## src/hw/rtl/htfd_pkg.sv

```systemverilog
// shared types, constants and the crc-8 byte step for the frame decoder
// no dependencies

package htfd_pkg;

  localparam int unsigned ByteW = 8;
  localparam int unsigned WordW = 16;

  // product widths of the constant scalings
  localparam int unsigned ProdCW = 31;
  localparam int unsigned ProdFW = 31;
  localparam int unsigned ProdHW = 30;

  localparam logic [ProdCW-1:0] KCentiC = ProdCW'(17500);
  localparam logic [ProdFW-1:0] KCentiF = ProdFW'(31500);
  localparam logic [ProdHW-1:0] KCentiH = ProdHW'(10000);

  localparam logic [ByteW-1:0] CrcInit = 8'hFF;
  localparam logic [ByteW-1:0] CrcPoly = 8'h31;

  // position of a byte inside the six-byte frame
  typedef enum logic [2:0] {
    POS_T_MSB = 3'd0,
    POS_T_LSB = 3'd1,
    POS_T_CRC = 3'd2,
    POS_H_MSB = 3'd3,
    POS_H_LSB = 3'd4,
    POS_H_CRC = 3'd5
  } byte_pos_e;

  // completed frame handed from the assembler to the result stage
  typedef struct packed {
    logic              valid;
    logic [WordW-1:0]  raw_t;
    logic [WordW-1:0]  raw_h;
    logic              crc_good;
    logic [ProdCW-1:0] prod_c;
    logic [ProdFW-1:0] prod_f;
    logic [ProdHW-1:0] prod_h;
  } frame_t;

  // msb-first crc-8 update over one byte
  function automatic logic [ByteW-1:0] crc8_byte(input logic [ByteW-1:0] crc_in,
                                                 input logic [ByteW-1:0] data);
    logic [ByteW-1:0] c;
    c = crc_in ^ data;
    for (int k = 0; k < ByteW; k++) begin
      if (c[ByteW-1]) begin
        c = {c[ByteW-2:0], 1'b0} ^ CrcPoly;
      end else begin
        c = {c[ByteW-2:0], 1'b0};
      end
    end
    return c;
  endfunction

endpackage

```

## src/hw/rtl/htfd_frame.sv

```systemverilog
// input register and frame assembler: byte position, raw words, crc and products
// depends on htfd_pkg

module htfd_frame (
  input  logic                     clk_i,
  input  logic                     rst_ni,
  input  logic                     s_axis_tvalid,
  output logic                     s_axis_tready,
  input  logic [7:0]               s_axis_tdata,   // [7:0] rx_byte
  input  logic                     s_axis_tuser,   // [0] frame_start
  input  logic                     out_free_i,
  output htfd_pkg::frame_t         frame_o
);
  import htfd_pkg::*;

  logic             in_valid_q;
  logic [ByteW-1:0] in_byte_q;
  logic             in_start_q;

  byte_pos_e        pos_q, pos_d;
  byte_pos_e        pos_eff;
  logic             is_final;
  logic             fire;

  logic [WordW-1:0]  raw_t_q;
  logic [WordW-1:0]  raw_h_q;
  logic [ByteW-1:0]  crc_q;
  logic              crc_t_ok_q;
  logic [ProdCW-1:0] prod_c_q;
  logic [ProdFW-1:0] prod_f_q;
  logic [ProdHW-1:0] prod_h_q;

  // a frame start or an unreachable position falls back to the first byte
  always_comb begin
    if (in_start_q || (pos_q > POS_H_CRC)) begin
      pos_eff = POS_T_MSB;
    end else begin
      pos_eff = pos_q;
    end
  end

  assign is_final      = (pos_eff == POS_H_CRC);
  assign fire          = in_valid_q && (!is_final || out_free_i);
  assign s_axis_tready = !in_valid_q || fire;

  always_comb begin
    if (is_final) begin
      pos_d = POS_T_MSB;
    end else begin
      pos_d = byte_pos_e'(pos_eff + 3'd1);
    end
  end

  always_ff @(posedge clk_i or negedge rst_ni) begin
    if (!rst_ni) begin
      in_valid_q <= 1'b0;
      pos_q      <= POS_T_MSB;
    end else begin
      if (s_axis_tready) begin
        in_valid_q <= s_axis_tvalid;
      end
      if (fire) begin
        pos_q <= pos_d;
      end
    end
  end

  always_ff @(posedge clk_i) begin
    if (s_axis_tvalid && s_axis_tready) begin
      in_byte_q  <= s_axis_tdata;
      in_start_q <= s_axis_tuser;
    end
  end

  always_ff @(posedge clk_i) begin
    if (fire) begin
      case (pos_eff)
        POS_T_MSB: begin
          raw_t_q[15:8] <= in_byte_q;
          crc_q         <= crc8_byte(CrcInit, in_byte_q);
        end
        POS_T_LSB: begin
          raw_t_q[7:0] <= in_byte_q;
          crc_q        <= crc8_byte(crc_q, in_byte_q);
          prod_c_q     <= ProdCW'({raw_t_q[15:8], in_byte_q}) * KCentiC;
          prod_f_q     <= ProdFW'({raw_t_q[15:8], in_byte_q}) * KCentiF;
        end
        POS_T_CRC: begin
          crc_t_ok_q <= (crc_q == in_byte_q);
        end
        POS_H_MSB: begin
          raw_h_q[15:8] <= in_byte_q;
          crc_q         <= crc8_byte(CrcInit, in_byte_q);
        end
        POS_H_LSB: begin
          raw_h_q[7:0] <= in_byte_q;
          crc_q        <= crc8_byte(crc_q, in_byte_q);
          prod_h_q     <= ProdHW'({raw_h_q[15:8], in_byte_q}) * KCentiH;
        end
        default: begin
        end
      endcase
    end
  end

  always_comb begin
    frame_o.valid    = fire && is_final;
    frame_o.raw_t    = raw_t_q;
    frame_o.raw_h    = raw_h_q;
    frame_o.crc_good = crc_t_ok_q && (crc_q == in_byte_q);
    frame_o.prod_c   = prod_c_q;
    frame_o.prod_f   = prod_f_q;
    frame_o.prod_h   = prod_h_q;
  end

  a_pos_range: assert property (@(posedge clk_i) disable iff (!rst_ni)
    pos_q <= POS_H_CRC)
    else $error("byte position out of range");

  a_pos_advance: assert property (@(posedge clk_i) disable iff (!rst_ni)
    fire && !is_final |=> pos_q == byte_pos_e'($past(pos_eff) + 3'd1))
    else $error("byte position did not advance");

  a_final_wraps: assert property (@(posedge clk_i) disable iff (!rst_ni)
    fire && is_final |=> pos_q == POS_T_MSB)
    else $error("byte position did not wrap after last byte");

  a_stall_only_final: assert property (@(posedge clk_i) disable iff (!rst_ni)
    in_valid_q && !fire |-> is_final && !out_free_i)
    else $error("input stage stalled without a blocked result");

endmodule

```

## src/hw/rtl/htfd_result.sv

```systemverilog
// result stage: divide by 65535, apply offsets, crc gating and output register
// depends on htfd_pkg

module htfd_result (
  input  logic             clk_i,
  input  logic             rst_ni,
  input  htfd_pkg::frame_t frame_i,
  output logic             out_free_o,
  output logic             m_axis_tvalid,
  input  logic             m_axis_tready,
  // [15:0] raw_temperature, [31:16] raw_humidity, [46:32] temp_centi_c,
  // [62:47] temp_centi_f, [76:63] humidity_centi, [79:77] zero
  output logic [79:0]      m_axis_tdata,
  output logic             m_axis_tuser    // [0] crc_good
);
  import htfd_pkg::*;

  // floor(x / 65535) for x below 2^31: x>>16 is at most one short
  function automatic logic [15:0] div_65535(input logic [30:0] x);
    logic [14:0] q0;
    logic [16:0] r;
    q0 = x[30:16];
    r  = {1'b0, x[15:0]} + {2'b00, q0};
    return {1'b0, q0} + {15'd0, (r >= 17'd65535)};
  endfunction

  logic [15:0] q_c, q_f, q_h;
  logic [15:0] tc_full;
  logic [16:0] tf_full;

  logic              out_valid_q;
  logic [WordW-1:0]  raw_t_q, raw_h_q;
  logic              crc_good_q;
  logic [14:0]       tc_q, tc_d;
  logic [15:0]       tf_q, tf_d;
  logic [13:0]       hc_q, hc_d;

  assign q_c = div_65535(frame_i.prod_c);
  assign q_f = div_65535(frame_i.prod_f);
  assign q_h = div_65535({1'b0, frame_i.prod_h});

  assign tc_full = q_c - 16'd4500;
  assign tf_full = {1'b0, q_f} - 17'd4900;

  always_comb begin
    if (frame_i.crc_good) begin
      tc_d = tc_full[14:0];
      tf_d = tf_full[15:0];
      hc_d = q_h[13:0];
    end else begin
      tc_d = '0;
      tf_d = '0;
      hc_d = '0;
    end
  end

  assign out_free_o = !out_valid_q || m_axis_tready;

  always_ff @(posedge clk_i or negedge rst_ni) begin
    if (!rst_ni) begin
      out_valid_q <= 1'b0;
    end else if (frame_i.valid) begin
      out_valid_q <= 1'b1;
    end else if (m_axis_tready) begin
      out_valid_q <= 1'b0;
    end
  end

  always_ff @(posedge clk_i) begin
    if (frame_i.valid) begin
      raw_t_q    <= frame_i.raw_t;
      raw_h_q    <= frame_i.raw_h;
      crc_good_q <= frame_i.crc_good;
      tc_q       <= tc_d;
      tf_q       <= tf_d;
      hc_q       <= hc_d;
    end
  end

  assign m_axis_tvalid = out_valid_q;
  assign m_axis_tuser  = crc_good_q;
  assign m_axis_tdata  = {3'b000, hc_q, tf_q, tc_q, raw_h_q, raw_t_q};

  a_no_overwrite: assert property (@(posedge clk_i) disable iff (!rst_ni)
    frame_i.valid |-> !out_valid_q || m_axis_tready)
    else $error("result register overwritten before transaction");

  a_load_sets_valid: assert property (@(posedge clk_i) disable iff (!rst_ni)
    frame_i.valid |=> out_valid_q)
    else $error("loaded result not presented");

  a_bad_crc_zero: assert property (@(posedge clk_i) disable iff (!rst_ni)
    out_valid_q && !crc_good_q |-> tc_q == '0 && tf_q == '0 && hc_q == '0)
    else $error("converted values not zero on crc failure");

  a_humidity_range: assert property (@(posedge clk_i) disable iff (!rst_ni)
    out_valid_q |-> hc_q <= 14'd10000)
    else $error("humidity out of range");

endmodule

```

## src/hw/rtl/humidity_temp_frame_decoder.sv

```systemverilog
// Decoder for a humidity/temperature sensor measurement frame.
// Input stream: one frame byte per transaction in sensor order (temperature
// msb, lsb, crc, humidity msb, lsb, crc); tuser high marks the first byte of
// a frame and drops any partial one. Without it bytes are numbered 0..5 in
// turn and wrap after the sixth.
// Output stream: one transaction per completed frame with the raw words, the
// crc flag in tuser and temperature in 0.01 degC / 0.01 degF and humidity in
// 0.01 %RH; converted values are zero when either crc-8 (0x31, init 0xff)
// fails.
// Throughput: one byte per cycle, except that the sixth byte waits in the
// input register until the result register is free. Accepting the sixth
// byte loads the input register, which then loads the result register.
// Products are formed when the second byte of each word arrives, so the
// last cycle only holds the divide-by-65535 correction, the offsets and the crc check and gating.
// When the receiver stalls the result holds; further bytes are still taken
// until the next sixth byte reaches the input register, which then waits.
// Reset clears the byte position and both stream valids; stored bytes keep
// their contents.
// depends on htfd_pkg, htfd_frame, htfd_result

module humidity_temp_frame_decoder (
  input  logic        clk_i,
  input  logic        rst_ni,
  input  logic        s_axis_tvalid,
  output logic        s_axis_tready,
  input  logic [7:0]  s_axis_tdata,   // [7:0] rx_byte
  input  logic        s_axis_tuser,   // [0] frame_start
  output logic        m_axis_tvalid,
  input  logic        m_axis_tready,
  // [15:0] raw_temperature, [31:16] raw_humidity, [46:32] temp_centi_c,
  // [62:47] temp_centi_f, [76:63] humidity_centi, [79:77] zero
  output logic [79:0] m_axis_tdata,
  output logic        m_axis_tuser    // [0] crc_good
);
  import htfd_pkg::*;

  frame_t frame;
  logic   out_free;

  htfd_frame u_frame (
    .clk_i         (clk_i),
    .rst_ni        (rst_ni),
    .s_axis_tvalid (s_axis_tvalid),
    .s_axis_tready (s_axis_tready),
    .s_axis_tdata  (s_axis_tdata),
    .s_axis_tuser  (s_axis_tuser),
    .out_free_i    (out_free),
    .frame_o       (frame)
  );

  htfd_result u_result (
    .clk_i         (clk_i),
    .rst_ni        (rst_ni),
    .frame_i       (frame),
    .out_free_o    (out_free),
    .m_axis_tvalid (m_axis_tvalid),
    .m_axis_tready (m_axis_tready),
    .m_axis_tdata  (m_axis_tdata),
    .m_axis_tuser  (m_axis_tuser)
  );

endmodule

```

## config.mk

```make
export PLATFORM = sky130hd
export DESIGN_NAME = humidity_temp_frame_decoder
export DESIGN_NICKNAME = d
export VERILOG_FILES = /design/src/hw/rtl/htfd_pkg.sv /design/src/hw/rtl/htfd_frame.sv /design/src/hw/rtl/htfd_result.sv /design/src/hw/rtl/humidity_temp_frame_decoder.sv
export SDC_FILE = /design/constraint.sdc
export NUM_CORES = 1
export LEC_CHECK = 0
export BUFFER_PORTS_ARGS = -buffer_cell sky130_fd_sc_hd__clkbuf_2
export CORE_AREA = 2 2 221 223
export DETAILED_ROUTE_END_ITERATION = 12
export DIE_AREA = 0 0 223 225
export SETUP_SLACK_MARGIN = 0.3
export SLEW_MARGIN = 40
export SYNTH_ARGS = -nofsm -noshare
export SYNTH_HDL_FRONTEND = slang
export SYNTH_SLANG_ARGS = --single-unit
```

## constraint.sdc

```tcl
create_clock -name clk_i -period 10.65 [get_ports clk_i]
set_clock_uncertainty 0.05 [all_clocks]
set_input_delay 0.5325 -clock clk_i [delete_from_list [all_inputs] [get_ports clk_i]]
set_output_delay 0.5325 -clock clk_i [all_outputs]
set_load 0.005 [all_outputs]
```

==> results.md, run 1 <==
* H-tree depth at 1
* Reg2reg path depth at 18
* Clock transition at the registers of the reported paths at around 60 ps
* Synth Area in Simple Gates at 0.0781
* Ys flop type: edfxtp_1
* Global-route usage over all layers at 0.175
* CTS sink cnt at 210
* Period minus WS final at 5900 ps
* Routed length per placed instance at ~17 um
* Cells along the critical path: inv_1, fa_1, inv_1, fa_1, fa_1, inv_1, fa_1, fa_1, inv_1, ha_1, a21o_1, a21o_1, a31oi_1, o21a_1, o41ai_4, a221o_1, a21oi_1, xnor2_1
* Antenna Nets Post-Route at 0
* Reg-to-reg critical path endpoint: u_frame.prod_f_q[30]
* Final setup vio count at 0
* Post-synth EDFFs at about 200
* Worst Path Required at approximately 11000 ps
* Leak at around 9.7 nW
* Min-delay src: s_axis_tdata[6]
* Unique masters post-synth at between 70 and 80
* Max stage delay on crit path at between 800 and 900 ps
* Final wirelength at roughly 43000 um
* Worst-margin pin slew at between 800 and 900 ps
* Vias in the first global route at around 13000
* Most frequent CP cell: fa_1
* Area taken by multi-input logic gates at 11400 um^2
* I/O Buffers at 92
* Die Ht at about 230 um
* Outcome: finished, final reports clean
* Critical R2R Launch: u_frame.in_byte_q[2]
* Final setup TNS at 0 ps
* CP Data Arrival Time at about 6200 ps
* Number of max-cap violations at 0
* Reg-to-reg slack, setup at 4750 ps
* Vias per cell at 5.08
* Post-synthesis cell count at approximately 1700
* Synth Area in Compound Gates at 0.0984
* Worst Hold Class: input pin to register
* Pwr/cell area at 321 nW/um^2
* Starting DRT DRC Count at just over 700
* # IOs at between 90 and 100
* Tcrit/Tclk final at 0.554
* First-pass GRT wire length at roughly 69000 um
* Final Hold Violating Endpoints at 0
* Area of the core at ~48000 um^2
* Site Rows at 80
* Seq/Total Area, Yosys at 0.332
* DRC viols at 0
* Die X at approximately 220 um
* Post-synthesis cell area at between 15000 and 20000 um^2
* Crit path max-delay cell type: edfxtp_1
* Maximum VDD drop at between 0.2 and 0.25 mV
* Relative slew margins at 0.459
* Layout cells sized above 1 at 0.0936
* Clk_lat worst skew at 550 ps
* Setup CP Type: register to register
* Number of antenna diodes at 0
* Total Power Consumption at 6.81 mW
* Hold depth at 1
* Final max-slew violation count at 0
* Area Growth Syn to Fin at 12.2%
* GRT Residual Overflow at 0
* Number of buffers created by CTS at 27
* CP max FO at 16
* Initial DRT Pass Iterations at 7
* Starting Density at 0.398
* Root Buffer: clkbuf_16
* Initial antenna violation count at 1
* Vias at between 10000 and 15000
* CP Launch Type: register
* Mux contribution to synthesized area at 0.00159
* Routability cong. at between 0.8 and 0.9
* Sequential cell area at approximately 6300 um^2
* XOR/XNOR share of the synthesized area at 0.0666
* Largest net degree at the start of global routing at 65
* CTS tree: built
* Nets at around 2300
* Largest family of logic cells by synthesized area: adder cells
* Syn avg cell area at 11.0 um^2
* Seq cells post-synth at 210
* Fraction of the mapped netlist area in adder cells at 0.356
* RSZ-0062 raised after global routing: no
* Hpwl dp at about 35000 um
* Asr flop ratio synth at 0.0238
* Achievable frequency at about 170 MHz
* Ys Warns at 0
* Die area at ~50000 um^2
* Crit path capture type: register
* FILL cells at 4410
* Hold Path End: u_frame.in_byte_q[6]
* Clock tree buffer depth at 3
[stage by stage]
step                hold slack (ps)   util  std cells  cell area, um^2  setup WS, ps
CTS                            79.6  0.446       2472            21200          4710
global placement                305  0.425       2421            20200          4790
floorplan                       187      -       1716            18900          3220
finish                          108  0.447       2473            21200          4750
global route                   84.6  0.447       2473            21200          4450
detailed placement              313  0.425       2422            20200          4690
[power by group]
group          internal [mW]  leakage (nW)  switching (mW)
sequential              1.26          1.89           0.140
combinational           1.91          7.36            2.48
clock                  0.654         0.478           0.359
total                   3.82          9.73            2.98
[worst max-delay path, delay by kind of cell (launching register included)]
kind	cells	cell delay, ps
fa+ha+maj	6	2880
flops	1	870
compound gates	7	1480
buf+inv	4	290
xor+xnor	1	80
[how the worst max path moves through the flow]
stage                                     from  depth (start not counted)  slack (ps)              endpoint
final                     u_frame.in_byte_q[2]                         18        4750  u_frame.prod_f_q[30]
after global routing      u_frame.in_byte_q[2]                         18        4450  u_frame.prod_f_q[27]
after CTS                 u_frame.in_byte_q[3]                         16        4710  u_frame.prod_f_q[30]
after detailed placement  u_frame.in_byte_q[2]                         18        4690  u_frame.prod_f_q[30]
after global placement    u_frame.in_byte_q[2]                         18        4790  u_frame.prod_f_q[30]
after floorplan               u_frame.pos_q[2]                          2        3220  u_frame.prod_c_q[10]
[state kept, by name (all words and copies together), names as in the netlist]
name	flops
u_frame.raw_h_q	16
u_result.m_axis_tuser	1
u_result.raw_t_q	16
u_frame.prod_f_q	27
u_frame.in_byte_q	8
u_frame.raw_t_q	16
u_result.tf_q	16
u_frame.prod_h_q	22
u_frame.in_start_q	1
u_result.m_axis_tvalid	1
u_result.tc_q	15
u_frame.crc_q	8
u_frame.in_valid_q	1
u_frame.crc_t_ok_q	1
u_result.raw_h_q	16
u_frame.pos_q	3
u_frame.prod_c_q	28
u_result.hc_q	14
[routing by layer]
| layer | vias to the layer above | routed length [um] | share of wire | global-route usage |
|---|---|---|---|---|
| li1 | 6126 | - | - | - |
| met1 | 6131 | 19600 | 0.46 | 0.234 |
| met2 | 228 | 20200 | 0.47 | 0.293 |
| met3 | 74 | 1590 | 0.037 | 0.0219 |
| met4 | 2 | 1460 | 0.034 | 0.0626 |
| met5 | - | 12 | 0.00028 | 0 |
[synth_stat cells (4+ instances only)]
master     instances  share of area
nand2b_1          10         0.0033
o2111ai_1          6         0.0028
o211ai_1           8         0.0032
or3_1             10         0.0033
ha_1             297           0.20
nand2_1           61          0.012
o21a_1            15         0.0059
a21o_1            36          0.014
and3_1            18         0.0059
nor2b_1            9         0.0030
a21boi_0           4         0.0016
dfrtp_1            5         0.0066
xor2_1            53          0.025
edfxtp_1         205           0.33
fa_1             151           0.16
clkbuf_1           8         0.0016
and2_1            10         0.0033
nor2_1           103          0.020
xnor2_1           91          0.042
inv_1            323          0.064
a31oi_1            9         0.0030
o21ai_1            4         0.0011
o21ai_0           48          0.013
nand4_1            9         0.0030
nor3_1            21         0.0056
nand3_1           28         0.0074
nor4_1             8         0.0026
nor3b_1            4         0.0016
a21oi_1           72          0.019
o31ai_1            6         0.0024
a211oi_1          10         0.0040
o21bai_1           7         0.0028
[cell type report]
type | count | area share
multi-input combinational | 1170 | 0.537
sequential | 210 | 0.296
inverter | 323 | 0.0571
tap | 615 | 0.0362
clock buffer | 36 | 0.0348
timing repair buffer | 106 | 0.0275
clock inverter | 13 | 0.0116
[layout by cell type, fill, tap and decap left out, types with 5 or more instances in the layout]
master and instances:
and2_1 10, bufinv_16 7, o31ai_1 6, buf_4 10
o21a_1 15, ha_1 297, a21oi_1 72, nor4_1 7
nand4_1 9, clkbuf_2 92, a31oi_1 9, fa_1 151
edfxtp_1 205, o211ai_1 8, inv_1 323, xor2_1 53
nor3_1 21, o2111ai_1 6, nor2b_1 9, a211oi_1 10
and3_1 18, a21o_1 36, o21ai_0 48, dfrtp_1 5
nor2_1 101, clkbuf_16 27, nand3_1 28, clkbuf_1 6
o21bai_1 7, xnor2_1 91, nand2_1 61, or3_1 10
nand2b_1 10
[repair_timing]
action,in CTS,in global routing
buffers inserted,0,0
gates resized for setup,0,0
hold endpoints to repair,5,0
endpoints found under the setup margin,0,0
hold buffers,1,0
[logic make-up (layout without fill, tap and decap cells)]
| logic type | after synthesis | after routing |
|---|---|---|
| buffers and inverters | 336 | 478 |
| adders and majority gates | 448 | 448 |
| AOI/OAI and AO/OA | 266 | 266 |
| xor gates and xnor gates | 144 | 144 |
| muxes | 3 | 3 |
| other | 1 | 3 |
| and+or+nand+nor | 306 | 306 |
| DFF | 210 | 210 |
No activity file was read; power rests on OpenSTA's default activity.
==> inputs of run 2 (changes only) <==
--- a/config.mk
+++ b/config.mk
@@ -5,10 +5,11 @@
 export SDC_FILE = /design/constraint.sdc
 export NUM_CORES = 1
 export LEC_CHECK = 0
+export ABC_AREA = 1
 export BUFFER_PORTS_ARGS = -buffer_cell sky130_fd_sc_hd__clkbuf_2
-export CORE_AREA = 2 2 221 223
+export CORE_AREA = 2 2 230 232
 export DETAILED_ROUTE_END_ITERATION = 12
-export DIE_AREA = 0 0 223 225
+export DIE_AREA = 0 0 232 234
 export SETUP_SLACK_MARGIN = 0.3
 export SLEW_MARGIN = 40
 export SYNTH_ARGS = -nofsm -noshare
==> constraint.sdc (replaced) <==
create_clock -name clk_i -period 5.3 [get_ports clk_i]
set_clock_uncertainty 0.05 [all_clocks]
set_input_delay 0.265 -clock clk_i [delete_from_list [all_inputs] [get_ports clk_i]]
set_output_delay 0.265 -clock clk_i [all_outputs]
set_load 0.005 [all_outputs]
==> run 2 against run 1 <==
  * Critical path type unchanged
  * Critical path depth is the same
  * Area after synthesis is 8.1% higher
  * Final cell count increased by 29%
  * Via count up 24%
  * First-iteration DRC count rose by 43%
  * Global-route usage rose by 2.1 points
  * Total power rose by 110%
  * Largest power group unchanged
  * Non-clock buffer count grew 54
  * Worst setup slack worse by 4300 ps
  * Worst hold slack improved by 250 ps
==> results.md, run 2 <==
* Starting DRT DRC Count at 1012 (+43%)
* Layout cells sized above 1 at 0.0958 (+0.00218)
* Initial antenna violation count at 2 (+1)
* Synth Area in Compound Gates at 0.0641 (-0.0343)
* Commonest non-fill, non-tap cell in the layout: inv_1
* Final hold slack at 360 ps (+252 ps)
* Post-synth EDFFs at 205 (unchanged)
* GRT Residual Overflow at 0 (unchanged)
* Ys Warns at 0 (unchanged)
* Commonest cells after routing, fill and taps aside: 518 x inv_1, 431 x nand2_1, 291 x ha_1, 205 x edfxtp_1, 150 x fa_1
* Min-delay src: s_axis_tuser
* CP Data Arrival Time at 5140 ps (-1010 ps)
* Reg2reg path depth at 18 (unchanged)
* Die X at 232 um (+4.0%)
* Final setup vio count at 0 (unchanged)
* Maximum VDD drop at 0.351 mV (+69%)
* Setup CP Type: register to register
* Placed insts at 3102 (+28%)
* Worst Hold Class: input pin to register
* CTS tree: built
* Hold Path End: u_frame.in_start_q
* Largest family of logic cells by synthesized area: adder cells
* Mux contribution to synthesized area at 0 (-0.00159)
* Reg-to-reg critical path endpoint: u_frame.prod_f_q[21]
* Critical R2R Launch: u_frame.in_byte_q[5]
* Initial DRT Pass Iterations at 6 (-1)
* I/O Buffers at 92 (unchanged)
* Reg-to-reg slack, setup at 430 ps (-4320 ps)
* Fraction of the mapped netlist area in adder cells at 0.329 (-0.0268)
* Pwr/cell area at 625 nW/um^2 (+95%)
* Achievable frequency at 205 MHz (+21%)
* CP max FO at 4 (-12)
* Setup WS post-layout at 425 ps (-4320 ps)
* Die area at 54300 um^2 (+8.2%)
* # IOs at 96 (unchanged)
* Ys flop type: edfxtp_1
* XOR/XNOR share of the synthesized area at 0.0434 (-0.0232)
* Seq/Total Area, Yosys at 0.307 (-0.0250)
* Routability cong. at 0.903 (+3.5%)
* Global-route usage over all layers at 0.195 (+0.0205)
* First-pass GRT wire length at 82400 um (+20%)
* Starting Density at 0.393 (-0.00465)
* Worst-margin pin slew at 775 ps (-37.0 ps)
* Die Ht at 234 um (+4.0%)
* Final Hold Violating Endpoints at 0 (unchanged)
* Unique masters post-synth at 43 (-39%)
* Syn avg cell area at 8.93 um^2 (-19%)
* Site Rows at 84 (+5.0%)
* DRC viols at 0 (unchanged)
* Largest cells by area after synthesis: edfxtp_1 30%, ha_1 18%, fa_1 15%, inv_1 9.6%, nand2_1 8.0%
* Fin cells at 3183 (+29%)
* Leak at 11.6 nW (+19%)
* RSZ-0062 raised after global routing: yes
* Antenna Nets Post-Route at 0 (unchanged)
* Share of the synthesized area in the top cell type at 0.301 (-0.0245)
* Clock tree buffer depth at 3 (unchanged)
* Outcome: finished, final reports clean
* Vias per cell at 4.89 (-3.7%)
* Vias at 15600 (+24%)
* Largest register FFs at 28 (unchanged)
* Period minus WS final at 4870 ps (-1030 ps)
* Tcrit/Tclk final at 0.920 (+0.366)
* Clock transition at the registers of the reported paths at 60 ps (about the same)
* CTS sink cnt at 210 (unchanged)
* FILL cells at 5033 (+14%)
* Largest net degree at the start of global routing at 54 (-17%)
* CP Launch Type: register
* Hpwl dp at 44000 um (+27%)
* Top-count cell post-synth: inv_1
* Asr flop ratio synth at 0.0238 (unchanged)
* H-tree depth at 1 (unchanged)
* Regs by FF count: u_frame.prod_c_q: 28 flops, u_frame.prod_f_q: 27 flops, u_frame.prod_h_q: 22 flops
* Yosys top cell by area: edfxtp_1
* Nets at 2935 (+28%)
* Number of max-cap violations at 0 (unchanged)
* Commonest cells post-synth: 524 x inv_1, 435 x nand2_1, 297 x ha_1
* Post-synthesis cell count at 2293 (+34%)
* Number of buffers created by CTS at 26 (-3.7%)
* Post-synthesis cell area at 20500 um^2 (+8.1%)
* Clk_lat worst skew at 570 ps (+20 ps)
* Post-layout util at 0.447 (+0.000830)
* Root Buffer: clkbuf_16
* Relative slew margins at 0.483 (+0.0246)
* Vias in the first global route at 15500 (+21%)
* Crit path capture type: register
* Area of the core at 52000 um^2 (+9.4%)
* Synth Area in Simple Gates at 0.157 (+0.0790)
* Final wirelength at 52700 um (+23%)
* Place WS at 266 ps (-4420 ps)
* Area Growth Syn to Fin at 13.7%
* Routed length per placed instance at 16.5 um (-4.6%)
* Worst Path Required at 5560 ps (-5340 ps)
* Final setup TNS at 0 ps (unchanged)
* Register bank with the most flops: u_frame.prod_c_q
* Seq cells post-synth at 210 (unchanged)
* Hold depth at 2 (+1)
* Final max-slew violation count at 0 (unchanged)
## run 2: changes by cell type after synthesis, moves of 14 or more
cell | before | now
inv_1 | 323 | 524
nand3b_1 | 1 | 15
a21o_1 | 36 | 7
nand4_1 | 9 | 31
a21oi_1 | 72 | 127
nand2_1 | 61 | 435
nand3_1 | 28 | 95
o21ai_0 | 48 | 64
and3_1 | 18 | 0
nor2_1 | 103 | 149
xnor2_1 | 91 | 34
## run 2: power by group
part / total [mW] / internal [mW] / switching [mW]
Sequential: 2.71 / 2.51 / 0.202
Combinational: 10.1 / 3.75 / 6.38
Clock: 1.70 / 0.957 / 0.744
Total: 14.5 / 7.22 / 7.33
## run 2: critical path, cell delays in order, from the launching register on
cell,delay [ps]
edfxtp_1,410
buf_4,140
inv_2,40
fa_1,510
inv_2,50
fa_1,540
inv_1,60
fa_1,540
inv_1,50
fa_1,510
inv_1,50
fa_1,370
inv_1,70
ha_2,320
a21o_1,230
nor2_1,210
o21ai_1,130
o21bai_1,180
xor2_1,160
## run 2: cell type report
class / instances / area (um^2) / share of cell area
diodes: 1 / 2.50 / 0.000108
clock buffers: 29 / 662 / 0.0284
clock inverters: 19 / 150 / 0.00645
inverters: 525 / 1970 / 0.0847
multi-input cells: 1551 / 12300 / 0.529
flip-flops and latches: 210 / 6280 / 0.270
well taps: 688 / 861 / 0.0370
repair buffers: 160 / 1030 / 0.0444
## run 2: metal layers
metal / vias to the layer above / routed length [um] / GRT usage
met5: - / 0 / 0
met4: 0 / 1670 / 0.0651
met3: 100 / 2140 / 0.0224
met2: 330 / 24900 / 0.332
met1: 7376 / 23900 / 0.260
li1: 7766 / - / -
## run 2: stage by stage
step / power [mW] / instance area, um^2
finish: 14.5 / 23300
global placement: 12.4 / 22100
floorplan: 9.79 / 20500
detailed placement: 12.5 / 22100
global route: 16.1 / 23300
CTS: 14.3 / 23000
## run 2: logic make-up after synthesis
| family | Yosys count |
|---|---|
| other | 1 |
| XOR/XNOR | 98 |
| AO/OA/AOI/OAI | 240 |
| buffers and inverters | 534 |
| adder cells (fa/ha/maj) | 448 |
| flip-flops | 210 |
| AND/OR/NAND/NOR | 762 |
## run 2: how the worst max path moves through the flow
stage / startpoint / end / slack (ps) / cells after the start
after global placement: u_frame.in_byte_q[1] / u_frame.prod_f_q[23] / 320 / 19
final: u_frame.in_byte_q[5] / u_frame.prod_f_q[21] / 430 / 18
after floorplan: u_frame.in_byte_q[6] / u_frame.prod_f_q[27] / 320 / 18
after detailed placement: u_frame.in_byte_q[1] / u_frame.prod_f_q[23] / 270 / 19
after CTS: u_frame.in_byte_q[2] / u_frame.prod_f_q[30] / 300 / 16
after global routing: u_frame.in_byte_q[2] / u_frame.prod_f_q[23] / 250 / 19
## run 2: repair_timing
| item | in CTS | in global routing |
|---|---|---|
| pin swaps | 0 | 2 |
| hold buffers | 13 | 0 |
| endpoints found under the setup margin | 5 | 20 |
| setup buffers | 2 | 17 |
| resized for setup | 0 | 32 |
| hold endpoints to repair | 16 | 0 |
==> inputs of run 3 (changes only) <==
--- a/config.mk
+++ b/config.mk
@@ -7,9 +7,12 @@
 export LEC_CHECK = 0
 export ABC_AREA = 1
 export BUFFER_PORTS_ARGS = -buffer_cell sky130_fd_sc_hd__clkbuf_2
+export CELL_PAD_IN_SITES_DETAIL_PLACEMENT = 0
+export CELL_PAD_IN_SITES_GLOBAL_PLACEMENT = 1
 export CORE_AREA = 2 2 230 232
 export DETAILED_ROUTE_END_ITERATION = 12
 export DIE_AREA = 0 0 232 234
+export PLACE_DENSITY_LB_ADDON = 0.1
 export SETUP_SLACK_MARGIN = 0.3
 export SLEW_MARGIN = 40
 export SYNTH_ARGS = -nofsm -noshare
==> run 3 against run 2 <==
  * Die area unchanged
  * Global-route usage rose by 0.80 points
  * Final area is 0.91% higher
  * Core utilization increased by 0.41 points
  * Maximum frequency is 0.69% lower
  * First-iteration DRC count down 25%
  * Clock power up 11%
  * Via count decreased by 1.4%
  * Final cell count increased by 0.16%
  * Sequential share of layout area down 0.24 points
  * Highest routed layer is now met5
==> results.md, run 3 (synthesized netlist as in run 2, its figures left out) <==
* Outcome: finished, final reports clean
* FILL cells at 5191 (+3.1%)
* Area of the core at 52000 um^2 (unchanged)
* Max stage delay on crit path at 550 ps (about the same)
* DRC viols at 0 (unchanged)
* GRT Residual Overflow at 0 (unchanged)
* Pwr/cell area at 644 nW/um^2 (+3.1%)
* CP Launch Type: register
* Die Ht at 234 um (unchanged)
* Vias at 15400 (-1.4%)
* Worst Hold Class: input pin to async pin
* Starting DRT DRC Count at 754 (-25%)
* Hpwl dp at 46000 um (+4.7%)
* Routability cong. at 0.874 (-3.2%)
* Starting Density at 0.393 (unchanged)
* Worst-margin pin slew at 788 ps (+13.4 ps)
* Achievable frequency at 204 MHz (-0.69%)
* Global-route usage over all layers at 0.203 (+0.00801)
* Relative slew margins at 0.473 (-0.0109)
* CP Data Arrival Time at 5130 ps (about the same)
* Worst Path Buf+Inv at 3 (-4)
* Final setup TNS at 0 ps (unchanged)
* Critical R2R Launch: u_frame.raw_t_q[12]
* Clock tree buffer depth at 3 (unchanged)
* Worst Path Required at 5520 ps (-40 ps)
* Initial DRT Pass Iterations at 6 (unchanged)
* Largest net degree at the start of global routing at 48 (-11%)
* Nets at 2941 (+0.20%)
* Final wirelength at 54600 um (+3.6%)
* Regs by FF count: u_frame.prod_c_q: 28 flops, u_frame.prod_f_q: 27 flops, u_frame.prod_h_q: 22 flops
* Commonest cells after routing, fill and taps aside: 518 x inv_1, 431 x nand2_1, 289 x ha_1, 205 x edfxtp_1, 150 x fa_1
* Initial antenna violation count at 1 (-1)
* Number of antenna diodes at 0 (-1)
* CP delay by family, top: adder cells
* Most frequent CP cell: fa_1
* # IOs at 96 (unchanged)
* Final Hold Violating Endpoints at 0 (unchanged)
* Number of max-cap violations at 0 (unchanged)
* Site Rows at 84 (unchanged)
* Clk_lat worst skew at 550 ps (-20 ps)
* Routed length per placed instance at 17.1 um (+3.5%)
* H-tree depth at 1 (unchanged)
* Design area at 23500 um^2 (+0.91%)
* Reg-to-reg critical path endpoint: u_frame.prod_f_q[30]
* Cells along the critical path: buf_4, fa_1, fa_1, inv_1, fa_1, inv_1, fa_1, ha_1, ha_1, a21oi_1, o21ai_0, a21oi_2, nand3_1, xor2_1
* Vias in the first global route at 15500 (-0.10%)
* RSZ-0062 raised after global routing: yes
* Commonest non-fill, non-tap cell in the layout: inv_1
* Reg-to-reg slack, setup at 390 ps (-30 ps)
* Number of buffers created by CTS at 26 (unchanged)
* Leak at 11.7 nW (+0.81%)
* Clock transition at the registers of the reported paths at 60 ps (about the same)
* Total Power Consumption at 15.1 mW (+4.0%)
* Tcrit/Tclk final at 0.926 (+0.00640)
* Root Buffer: clkbuf_16
* Crit path max-delay cell type: fa_1
* Maximum VDD drop at 0.320 mV (-8.9%)
* Setup CP Type: register to register
* Final max-slew violation count at 0 (unchanged)
* Register bank with the most flops: u_frame.prod_c_q
* First-pass GRT wire length at 85100 um (+3.3%)
* Layout cells sized above 1 at 0.105 (+0.00937)
* Reg2reg path depth at 14 (-4)
* Largest register FFs at 28 (unchanged)
* Vias per cell at 4.82 (-1.5%)
* CTS sink cnt at 210 (unchanged)
* CP max FO at 5 (+1)
* Placed instance area at 22100 um^2 (+0.31%)
* Period minus WS final at 4910 ps (+33.9 ps)
* Antenna Nets Post-Route at 0 (unchanged)
* Crit path capture type: register
* Area Growth Syn to Fin at 14.7%
* I/O Buffers at 92 (unchanged)
* Die area at 54300 um^2 (unchanged)
* Final setup vio count at 0 (unchanged)
* CTS tree: built
* Die X at 232 um (unchanged)
## run 3: changes by cell type in the layout (fill, tap and decap cells not counted), moves of 2 or more
cell	delta
clkinv_2	+4
nor2_1	-5
ha_1	-2
buf_4	+5
ha_2	+2
bufinv_16	+4
clkinv_1	-2
o21ai_2	+3
a21oi_1	-3
nor2_2	+4
a21oi_2	+3
clkinv_4	-2
o21ai_1	-4
## run 3: layout make-up
class                   instances  area [um^2]  share of cell area
well taps                     688          861              0.0367
repair buffers                166         1100              0.0469
clock inverters                19          221             0.00943
flip-flops and latches        210         6280               0.267
inverters                     525         1970              0.0839
multi-input cells            1551        12400               0.527
clock buffers                  29          683              0.0291
## run 3: worst register-to-register path: stages (launching register included)
cell and delay (ps):
edfxtp_1 470, buf_4 210, fa_1 460, fa_1 550, inv_1 50, fa_1 540, inv_1 60, fa_1 450
ha_1 300, ha_1 400, a21oi_1 290, o21ai_0 280, a21oi_2 260, nand3_1 110, xor2_1 150
## run 3: worst max path at each step
stage,from,end,slack (ps),cells past startpoint
2_1_floorplan,u_frame.in_byte_q[6],u_frame.prod_f_q[27],320,18
4_1_cts,u_frame.in_byte_q[5],u_frame.prod_f_q[23],300,15
3_3_place_gp,u_frame.raw_t_q[10],u_frame.prod_f_q[30],140,13
3_5_place_dp,u_frame.raw_t_q[10],u_frame.prod_f_q[30],180,13
6_report,u_frame.raw_t_q[12],u_frame.prod_f_q[30],390,14
5_1_grt,u_frame.raw_t_q[12],u_frame.prod_f_q[30],240,14
## run 3: what timing repair did
| item | in CTS | in global routing |
|---|---|---|
| resized for setup | 1 | 43 |
| endpoints found under the setup margin | 5 | 22 |
| hold buffers | 12 | 0 |
| setup buffers | 11 | 10 |
| pin swaps | 0 | 11 |
| endpoints found under the hold margin | 16 | 0 |
## run 3: where the power goes
group,internal (mW),switching (mW),leakage [nW]
Sequential,2.51,0.207,1.88
Clock,1.17,0.720,0.448
Combinational,3.89,6.64,9.36
## run 3: layer usage
| layer | part of all wire | track usage | vias to the layer above |
|---|---|---|---|
| met3 | 0.032 | 0.0243 | 57 |
| met5 | 0.00024 | 0 | - |
| met4 | 0.020 | 0.0457 | 2 |
| met1 | 0.48 | 0.283 | 7325 |
| met2 | 0.46 | 0.340 | 211 |
| li1 | - | - | 7765 |
## run 3: metrics by stage
stage	util	setup WS, ps	std cells	hold slack [ps]
6_report	0.451	391	3188	39.2
2_1_floorplan	-	322	2295	-80.6
4_1_cts	0.447	301	3178	8.55
3_3_place_gp	0.425	138	3105	36.1
3_5_place_dp	0.426	179	3107	36.9
5_1_grt	0.451	242	3188	22.9
